### src/rtl/sfc_pkg.sv
package sfc_pkg;

  localparam int FRAME_BUF   = 20;
  localparam int FRAME_LEN_W = 5;
  localparam int CFG_IDX_W   = 3;
  localparam int CFG_DATA_W  = 32;

  // Command kinds
  localparam logic [3:0] OP_ENABLE      = 4'd0;
  localparam logic [3:0] OP_STOP        = 4'd1;
  localparam logic [3:0] OP_CTRL_MODE   = 4'd2;
  localparam logic [3:0] OP_CLR_STALL   = 4'd3;
  localparam logic [3:0] OP_SYNC        = 4'd4;
  localparam logic [3:0] OP_VELOCITY    = 4'd5;
  localparam logic [3:0] OP_POSITION    = 4'd6;
  localparam logic [3:0] OP_READ_PARAM  = 4'd7;
  localparam logic [3:0] OP_SET_ZERO    = 4'd8;
  localparam logic [3:0] OP_HOME_TRIG   = 4'd9;
  localparam logic [3:0] OP_HOME_RDPAR  = 4'd10;
  localparam logic [3:0] OP_HOME_WRPAR  = 4'd11;
  localparam logic [3:0] OP_HOME_STATUS = 4'd12;

  // Configuration register indexes
  localparam logic [CFG_IDX_W-1:0] REG_HOME_TIMEOUT = 3'd0;
  localparam logic [CFG_IDX_W-1:0] REG_COLL_SPEED   = 3'd1;
  localparam logic [CFG_IDX_W-1:0] REG_COLL_CURRENT = 3'd2;
  localparam logic [CFG_IDX_W-1:0] REG_COLL_TIME    = 3'd3;

  localparam logic [7:0] TAIL_BYTE     = 8'h6B;
  localparam logic [7:0] MAX_PARAM_SEL = 8'd13;
  localparam logic [7:0] PARAM_SEL_A   = 8'd12;
  localparam logic [7:0] PARAM_SEL_B   = 8'd13;
  localparam logic [7:0] PARAM_EXT_A   = 8'h6C;
  localparam logic [7:0] PARAM_EXT_B   = 8'h7A;

  typedef struct packed {
    logic [3:0]  op;
    logic [7:0]  addr;
    logic [7:0]  dir;
    logic [15:0] speed;
    logic [7:0]  accel;
    logic [31:0] pulse_count;
    logic        flag_a;
    logic        flag_b;
    logic [7:0]  sub_code;
  } in_t;

  typedef struct packed {
    logic [7:0] frame_byte;
    logic       last_byte;
  } out_t;

  typedef struct packed {
    logic [31:0] homing_timeout_ms;
    logic [15:0] collision_speed;
    logic [15:0] collision_current;
    logic [15:0] collision_time;
  } home_cfg_t;

  // One slot of the byte chain
  typedef struct packed {
    logic       valid;
    logic       last;
    logic [7:0] data;
  } slot_t;

  function automatic logic [7:0] param_code(input logic [3:0] sel);
    logic [7:0] code;
    case (sel)
      4'd0:    code = 8'h1F;
      4'd1:    code = 8'h20;
      4'd2:    code = 8'h21;
      4'd3:    code = 8'h24;
      4'd4:    code = 8'h27;
      4'd5:    code = 8'h31;
      4'd6:    code = 8'h33;
      4'd7:    code = 8'h35;
      4'd8:    code = 8'h36;
      4'd9:    code = 8'h37;
      4'd10:   code = 8'h3A;
      4'd11:   code = 8'h3B;
      4'd12:   code = 8'h42;
      4'd13:   code = 8'h43;
      default: code = 8'h00;
    endcase
    return code;
  endfunction

endpackage

### src/rtl/sfc_frame.sv
module sfc_frame (
  input  sfc_pkg::in_t                                 cmd,
  input  sfc_pkg::home_cfg_t                           hcfg,
  output logic [sfc_pkg::FRAME_BUF-1:0][7:0]           bytes,
  output logic [sfc_pkg::FRAME_LEN_W-1:0]              len
);

  logic [7:0] fa;
  logic [7:0] fb;

  assign fa = {7'd0, cmd.flag_a};
  assign fb = {7'd0, cmd.flag_b};

  always_comb begin
    bytes    = '0;
    len      = '0;
    bytes[0] = cmd.addr;
    case (cmd.op)
      sfc_pkg::OP_ENABLE: begin
        bytes[1] = 8'hF3; bytes[2] = 8'hAB; bytes[3] = fa; bytes[4] = fb;
        bytes[5] = sfc_pkg::TAIL_BYTE;
        len = 5'd6;
      end
      sfc_pkg::OP_STOP: begin
        bytes[1] = 8'hFE; bytes[2] = 8'h98; bytes[3] = fb;
        bytes[4] = sfc_pkg::TAIL_BYTE;
        len = 5'd5;
      end
      sfc_pkg::OP_CTRL_MODE: begin
        bytes[1] = 8'h46; bytes[2] = 8'h69; bytes[3] = fa; bytes[4] = cmd.sub_code;
        bytes[5] = sfc_pkg::TAIL_BYTE;
        len = 5'd6;
      end
      sfc_pkg::OP_CLR_STALL: begin
        bytes[1] = 8'h0E; bytes[2] = 8'h52; bytes[3] = sfc_pkg::TAIL_BYTE;
        len = 5'd4;
      end
      sfc_pkg::OP_SYNC: begin
        bytes[1] = 8'hFF; bytes[2] = 8'h66; bytes[3] = sfc_pkg::TAIL_BYTE;
        len = 5'd4;
      end
      sfc_pkg::OP_VELOCITY: begin
        bytes[1] = 8'hF6; bytes[2] = cmd.dir;
        bytes[3] = cmd.speed[15:8]; bytes[4] = cmd.speed[7:0];
        bytes[5] = cmd.accel; bytes[6] = fb;
        bytes[7] = sfc_pkg::TAIL_BYTE;
        len = 5'd8;
      end
      sfc_pkg::OP_POSITION: begin
        bytes[1]  = 8'hFD; bytes[2] = cmd.dir;
        bytes[3]  = cmd.speed[15:8]; bytes[4] = cmd.speed[7:0];
        bytes[5]  = cmd.accel;
        bytes[6]  = cmd.pulse_count[31:24]; bytes[7] = cmd.pulse_count[23:16];
        bytes[8]  = cmd.pulse_count[15:8];  bytes[9] = cmd.pulse_count[7:0];
        bytes[10] = fa; bytes[11] = fb;
        bytes[12] = sfc_pkg::TAIL_BYTE;
        len = 5'd13;
      end
      sfc_pkg::OP_READ_PARAM: begin
        if (cmd.sub_code <= sfc_pkg::MAX_PARAM_SEL) begin
          bytes[1] = sfc_pkg::param_code(cmd.sub_code[3:0]);
          if (cmd.sub_code == sfc_pkg::PARAM_SEL_A) begin
            bytes[2] = sfc_pkg::PARAM_EXT_A; bytes[3] = sfc_pkg::TAIL_BYTE;
            len = 5'd4;
          end else if (cmd.sub_code == sfc_pkg::PARAM_SEL_B) begin
            bytes[2] = sfc_pkg::PARAM_EXT_B; bytes[3] = sfc_pkg::TAIL_BYTE;
            len = 5'd4;
          end else begin
            bytes[2] = sfc_pkg::TAIL_BYTE;
            len = 5'd3;
          end
        end
      end
      sfc_pkg::OP_SET_ZERO: begin
        bytes[1] = 8'h93; bytes[2] = 8'h88; bytes[3] = fa;
        bytes[4] = sfc_pkg::TAIL_BYTE;
        len = 5'd5;
      end
      sfc_pkg::OP_HOME_TRIG: begin
        bytes[1] = 8'h9A; bytes[2] = cmd.sub_code; bytes[3] = fb;
        bytes[4] = sfc_pkg::TAIL_BYTE;
        len = 5'd5;
      end
      sfc_pkg::OP_HOME_RDPAR: begin
        bytes[1] = 8'h22; bytes[2] = sfc_pkg::TAIL_BYTE;
        len = 5'd3;
      end
      sfc_pkg::OP_HOME_WRPAR: begin
        bytes[1]  = 8'h4C; bytes[2] = 8'hAE; bytes[3] = fa; bytes[4] = cmd.sub_code;
        bytes[5]  = cmd.dir;
        bytes[6]  = cmd.speed[15:8]; bytes[7] = cmd.speed[7:0];
        bytes[8]  = hcfg.homing_timeout_ms[31:24];
        bytes[9]  = hcfg.homing_timeout_ms[23:16];
        bytes[10] = hcfg.homing_timeout_ms[15:8];
        bytes[11] = hcfg.homing_timeout_ms[7:0];
        bytes[12] = hcfg.collision_speed[15:8];
        bytes[13] = hcfg.collision_speed[7:0];
        bytes[14] = hcfg.collision_current[15:8];
        bytes[15] = hcfg.collision_current[7:0];
        bytes[16] = hcfg.collision_time[15:8];
        bytes[17] = hcfg.collision_time[7:0];
        bytes[18] = fb;
        bytes[19] = sfc_pkg::TAIL_BYTE;
        len = 5'd20;
      end
      sfc_pkg::OP_HOME_STATUS: begin
        bytes[1] = 8'h3B; bytes[2] = sfc_pkg::TAIL_BYTE;
        len = 5'd3;
      end
      default: len = '0;
    endcase
  end

endmodule

### src/rtl/sfc_cell.sv
module sfc_cell (
  input  logic           clk,
  input  logic           rst_n,
  input  logic           load,
  input  sfc_pkg::slot_t load_slot,
  input  sfc_pkg::slot_t next_slot,
  output sfc_pkg::slot_t slot
);

  sfc_pkg::slot_t slot_r;
  sfc_pkg::slot_t slot_nxt;

  // Take a fresh byte on load, otherwise advance from the neighbor
  assign slot_nxt = load ? load_slot : next_slot;

  always_ff @(posedge clk) begin
    if (!rst_n) begin
      slot_r.valid <= 1'b0;
    end else begin
      slot_r.valid <= slot_nxt.valid;
    end
    slot_r.last <= slot_nxt.last;
    slot_r.data <= slot_nxt.data;
  end

  assign slot = slot_r;

endmodule

### src/rtl/stepper_command_framer.sv
// Channel   Ports                               Direction  Handshake
// command   start, busy, in_cmd                 in         start & !busy
// frame     out_valid, out_data                 out        strobe, one cycle
// config    cfg_we, cfg_index, cfg_data         in         write on cfg_we
//
// A frame of L bytes (3 to 20) leaves one byte per cycle; a new command is
// taken in the cycle its predecessor's last byte moves to the output
// register, as the shift chain drains one cell per clock. A command that
// emits nothing leaves the chain free for the next command.
// The first byte of a frame is loaded into head cell 0 on the accepting edge,
// then registered onto out_data by the output register.
// Reset (synchronous, rst_n low) empties the chain and restores the homing
// registers. The receiver cannot stall; every strobe is a delivered byte.
module stepper_command_framer #(
  parameter int MAX_FRAME_BYTES = 20
) (
  input  logic                                 clk,
  input  logic                                 rst_n,
  input  logic                                 start,
  output logic                                 busy,
  input  sfc_pkg::in_t                         in_cmd,
  output logic                                 out_valid,
  output sfc_pkg::out_t                        out_data,
  input  logic                                 cfg_we,
  input  logic [sfc_pkg::CFG_IDX_W-1:0]        cfg_index,
  input  logic [sfc_pkg::CFG_DATA_W-1:0]       cfg_data
);

  localparam int N     = MAX_FRAME_BYTES;
  localparam int CNT_W = $clog2(MAX_FRAME_BYTES + 1);
  localparam int CMP_W = (CNT_W > sfc_pkg::FRAME_LEN_W) ? CNT_W : sfc_pkg::FRAME_LEN_W;

  // Homing configuration
  sfc_pkg::home_cfg_t hcfg_r;

  always_ff @(posedge clk) begin
    if (!rst_n) begin
      hcfg_r.homing_timeout_ms <= 32'd10000;
      hcfg_r.collision_speed   <= 16'd300;
      hcfg_r.collision_current <= 16'd800;
      hcfg_r.collision_time    <= 16'd60;
    end else if (cfg_we) begin
      case (cfg_index)
        sfc_pkg::REG_HOME_TIMEOUT: hcfg_r.homing_timeout_ms <= cfg_data;
        sfc_pkg::REG_COLL_SPEED:   hcfg_r.collision_speed   <= cfg_data[15:0];
        sfc_pkg::REG_COLL_CURRENT: hcfg_r.collision_current <= cfg_data[15:0];
        sfc_pkg::REG_COLL_TIME:    hcfg_r.collision_time    <= cfg_data[15:0];
        default: ;  // drop writes beyond the register list
      endcase
    end
  end

  // Build the whole frame for the request in hand
  logic [sfc_pkg::FRAME_BUF-1:0][7:0] frame_bytes;
  logic [sfc_pkg::FRAME_LEN_W-1:0]    frame_len;
  logic [CMP_W-1:0]                   len_ext;
  logic                               keep;
  logic                               load;

  sfc_frame u_frame (
    .cmd   (in_cmd),
    .hcfg  (hcfg_r),
    .bytes (frame_bytes),
    .len   (frame_len)
  );

  assign len_ext = CMP_W'(frame_len);
  // Drop a frame that will not fit the chain
  assign keep    = (frame_len != '0) && (len_ext <= CMP_W'(MAX_FRAME_BYTES));
  assign load    = start && !busy;

  // Chain of byte cells; cell 0 feeds the output register
  sfc_pkg::slot_t [N-1:0] slot;
  sfc_pkg::slot_t [N-1:0] load_slot;
  logic [N-1:0]           valid_vec;
  logic [N-1:0]           last_vec;

  genvar k;
  generate
    for (k = 0; k < N; k++) begin : g_cell
      sfc_pkg::slot_t nb;

      if (k < sfc_pkg::FRAME_BUF) begin : g_src
        assign load_slot[k].valid = keep && (CMP_W'(k) < len_ext);
        assign load_slot[k].last  = keep && (CMP_W'(k + 1) == len_ext);
        assign load_slot[k].data  = frame_bytes[k];
      end else begin : g_nosrc
        assign load_slot[k] = '0;
      end

      if (k == N - 1) begin : g_end
        assign nb = '0;
      end else begin : g_mid
        assign nb = slot[k+1];
      end

      sfc_cell u_cell (
        .clk       (clk),
        .rst_n     (rst_n),
        .load      (load),
        .load_slot (load_slot[k]),
        .next_slot (nb),
        .slot      (slot[k])
      );

      assign valid_vec[k] = slot[k].valid;
      assign last_vec[k]  = slot[k].last;
    end
  endgenerate

  // Busy while any byte beyond the head cell is still queued; the head byte
  // moves to the output register in the same cycle a new request loads.
  assign busy = |valid_vec[N-1:1];

  // Output register: advance the head cell every cycle
  logic          out_valid_r;
  sfc_pkg::out_t out_r;

  always_ff @(posedge clk) begin
    if (!rst_n) begin
      out_valid_r <= 1'b0;
    end else begin
      out_valid_r <= slot[0].valid;
    end
    out_r.frame_byte <= slot[0].data;
    out_r.last_byte  <= slot[0].last;
  end

  assign out_valid = out_valid_r;
  assign out_data  = out_r;

  // Queued bytes always sit packed against the head cell
  a_packed_head: assert property (@(posedge clk) disable iff (!rst_n)
    busy |-> slot[0].valid)
    else $error("queued bytes not packed against head cell");

  // At most one frame end sits in the chain
  a_one_last: assert property (@(posedge clk) disable iff (!rst_n)
    $countones(last_vec & valid_vec) <= 1)
    else $error("more than one frame end in chain");

  // A request of unknown kind leaves the chain free
  a_unknown_idle: assert property (@(posedge clk) disable iff (!rst_n)
    (load && in_cmd.op > sfc_pkg::OP_HOME_STATUS) |=> !busy)
    else $error("unknown request occupied the chain");

  // A frame's final byte in the head cell carries the tail code
  a_tail: assert property (@(posedge clk) disable iff (!rst_n)
    (slot[0].valid && slot[0].last) |-> (slot[0].data == sfc_pkg::TAIL_BYTE))
    else $error("frame end without tail byte");

endmodule
### config.mk
export PLATFORM = sky130hd
export DESIGN_NAME = stepper_command_framer
export DESIGN_NICKNAME = d
export VERILOG_FILES = /design/src/rtl/sfc_pkg.sv /design/src/rtl/sfc_frame.sv /design/src/rtl/sfc_cell.sv /design/src/rtl/stepper_command_framer.sv
export SDC_FILE = /design/constraint.sdc
export NUM_CORES = 1
export LEC_CHECK = 0
export BUFFER_PORTS_ARGS = -buffer_cell sky130_fd_sc_hd__buf_2
export CAP_MARGIN = 20
export CORE_MARGIN = 2
export CORE_UTILIZATION = 38
export CTS_BUF_LIST = sky130_fd_sc_hd__clkbuf_16
export DETAILED_ROUTE_END_ITERATION = 10
export RECOVER_POWER = 50
export SLEW_MARGIN = 20
export SYNTH_ARGS = -nofsm -noshare
export SYNTH_HDL_FRONTEND = slang
export SYNTH_HIERARCHICAL = 1
export SYNTH_SLANG_ARGS = --single-unit
### constraint.sdc
create_clock -name clk -period 3.3 [get_ports clk]
set_input_delay 0.66 -clock clk [delete_from_list [all_inputs] [get_ports clk]]
set_output_delay 0.66 -clock clk [all_outputs]
set_load 0.02 [all_outputs]
==> metrics.txt <==
status=finished, final reports clean; most used cell, CP=buf_4; I/O Pins=~140; fin nets=approximately 1500; FMAX=352 MHz; initial antenna violation count=0; final number of hold-violating endpoints=0; period utilization=a little under nine tenths; Setup CP Type=input port to register; final setup margin=0.463 ns; number of synthesized flops with an enable pin=0; Die Ht=190 microns; Reg-to-Reg Start=g_cell[1].u_cell/slot[9]; Stages on worst setup path=8; CTS tree=built; H-tree depth=1; Filler Cell Count=about 3300; die width=190 microns; post-synth cell types=between 60 and 70; antenna viol nets, final=0; syn_area_per_cell=approximately 11 sq um; fin crit period=roughly 2.8 ns; Final Max Tran Viols=0; layout cells sized above 1=26.5%; pre-CTS setup slack=0.323 ns; FF-to-FF path depth=6; power density over cell area=728 nW/um^2; drt first-iter violations=709; HPWL Detailed=19.7 mm; Worst setup SP type=input port; Post-Route WL=~30 mm; ANT cells=0; Top FF cell, synth=dfxtp_1; synthesized flop and latch total=290; Power Total=around 0.011 W; Root Driver=clkbuf_16; Critical path origin=in_cmd[85]; TritonCTS Buffers=30; crit path max fanout=50; Area Growth Syn to Fin=12.7%; first-pass GRT wire length=47.2 mm; mean routed wirelength per cell=around 16 microns; combinational power share=~24%; via density per instance=approximately 5.0; Vias=8984; row count=between 60 and 70; total negative slack=0 ns; DRC=0; Post-CTS Setup Inserts=0; port bufs=around 140; Internal=about 0.008 W; fraction of registers with async set/reset=0%; clk sinks=just under 300; RSZ-0062 raised after global routing=false; YS warnings=6; GRT Util Overall=16.1%; HP Class=register to register; initial core utilization=38.2%; worst skew pair latency=between 0.5 and 0.6 ns; vias in the first global route=a little under 9000; core area=34300 sq um; gpl congestion=a little under 0.9; Max Cap Viol=0; post-CTS sizing=0; CTS Hold Bufs=0; Gate Count Post-Synth=around 1200; sequential area share after synthesis=between 40% and 50%; CP delay by family, top=simple AND/OR/NAND/NOR gates; mapped cell area=13100 sq um; Switching Fraction=25.1%; clock share of power=about a third; slowest stage delay, CP=around 0.9 ns; Worst path slowest cell=and3_2; worst path bufs/invs=4; hold path start=g_cell[0].u_cell/slot[0]; WHS Path Cells=0; Rel. slew slack=approximately 15%; CP Cell Sequence=buf_2 > buf_4 > nor2b_1 > clkbuf_1 > and3_2 > buf_4 > and2_1 > mux2_4; drt first pass iters=7; VDD IR max=0.000439 V; Max clock buf depth=3; Reg power frac=43.8%; WP data required=~3.8 ns; gr ovfl total=0; largest net degree at the start of global routing=67; switching pwr=around 0.0027 W; crit path DAT=roughly 3.3 ns; final setup skew=~0.017 ns; Tightest Pin Transition=between 1 and 1.5 ns; die area=~36000 sq um; Setup violations, final=0; Clock Pin Slew Worst Setup and Hold Paths=around 0.06 ns; Leakage=6.32 nW; CP endpoint kind=register
cell usage after synthesis, types with 24 or more instances:
library cell	instances	area [sq um]
nor2b_1	26	163
mux2_4	180	2700
buf_4	24	180
buf_6	27	304
nand2_1	85	319
o21ai_0	83	415
clkbuf_1	37	139
dfxtp_1	290	5810
a21oi_1	26	130
a22o_1	31	272
nor2_1	47	176
nand3_1	71	355
and2_1	63	394
mux2i_1	38	380
metrics by stage:
stage	hold slack, ns	util (%)	cells	area, sq um
2_1_floorplan	0.310	-	1239	13200
3_3_place_gp	0.310	40.8	1745	14000
3_5_place_dp	0.314	40.8	1745	14000
4_1_cts	0.313	43.8	1799	15000
5_1_grt	0.327	43.1	1799	14800
6_report	0.323	43.1	1799	14800
power groups by stage:
stage               Sequential [W]  Clock [W]  Combinational (W)
CTS                        0.00474    0.00353            0.00283
global placement           0.00479          0            0.00279
floorplan                  0.00476          0            0.00238
finish                     0.00471    0.00344            0.00261
global route               0.00481    0.00368            0.00280
detailed placement         0.00480          0            0.00282
worst paths after layout:
path | slack (ns) | to
hold reg to reg | 0.32 | out_data[1]
hold / removal | 0.32 | out_data[1]
setup reg to reg | 0.67 | g_cell[6].u_cell/slot[1]
setup / recovery | 0.46 | g_cell[15].u_cell/slot[1]
metal layers:
| metal | vias up | track usage (%) | wire length [microns] |
|---|---|---|---|
| met5 | - | 0 | 0 |
| met4 | 0 | 4.29 | 781 |
| met3 | 60 | 2.47 | 1490 |
| met2 | 267 | 26.1 | 13300 |
| met1 | 4194 | 22.3 | 14000 |
| li1 | 4463 | - | - |
final cells by class:
class / instances / area (sq um) / share of cell area, %
Timing Repair Buffer: 170 / 951 / 6.44
Multi-Input combinational cell: 823 / 6420 / 43.4
Inverter: 7 / 26.3 / 0.178
Tap cell: 455 / 569 / 3.85
Sequential cell: 290 / 5810 / 39.3
Clock inverter: 23 / 231 / 1.57
Clock buffer: 31 / 776 / 5.25
kinds of logic (layout without fill, tap and decap cells):
| group | after synthesis | count (layout) | synth area share, % |
|---|---|---|---|
| simple gates | 360 | 360 | 14.5 |
| buf+inv | 126 | 231 | 6.07 |
| xor+xnor | 3 | 3 | 0.201 |
| fa+ha+maj | 5 | 5 | 0.439 |
| flops | 290 | 290 | 44.3 |
| mux | 218 | 218 | 23.5 |
| compound gates | 217 | 217 | 10.9 |
| other cells | 2 | 20 | 0.0573 |
cell usage in the layout (no fill, tap or decap), drive strengths merged, types with 9 or more instances in the layout:
| cell | instances |
|---|---|
| nor2b | 26 |
| nor3 | 13 |
| inv | 12 |
| nand3 | 74 |
| nand2 | 85 |
| nor2 | 48 |
| o22ai | 9 |
| and2 | 63 |
| conb | 20 |
| nand2b | 15 |
| dfxtp | 290 |
| clkbuf | 51 |
| mux2 | 180 |
| a21oi | 26 |
| a22oi | 9 |
| o21ai | 93 |
| buf | 150 |
| mux2i | 38 |
| a22o | 31 |
| clkinv | 13 |
| a21o | 10 |
state kept, by name (all words and copies together) (netlist names):
| signal | flops |
|---|---|
| g_cell.u_cell/slot | 200 |
| hcfg_r | 80 |
| out_data | 9 |
| out_valid | 1 |
worst reg2reg max path, cell delays in order (launching register included):
cell      delay [ns]
dfxtp_1         0.32
nor4_1          0.37
nand4_1         0.23
nor2_4          0.38
buf_12          0.23
clkbuf_2        0.57
mux2_1          0.40
Note: power is estimated with default switching activity, not from simulation.
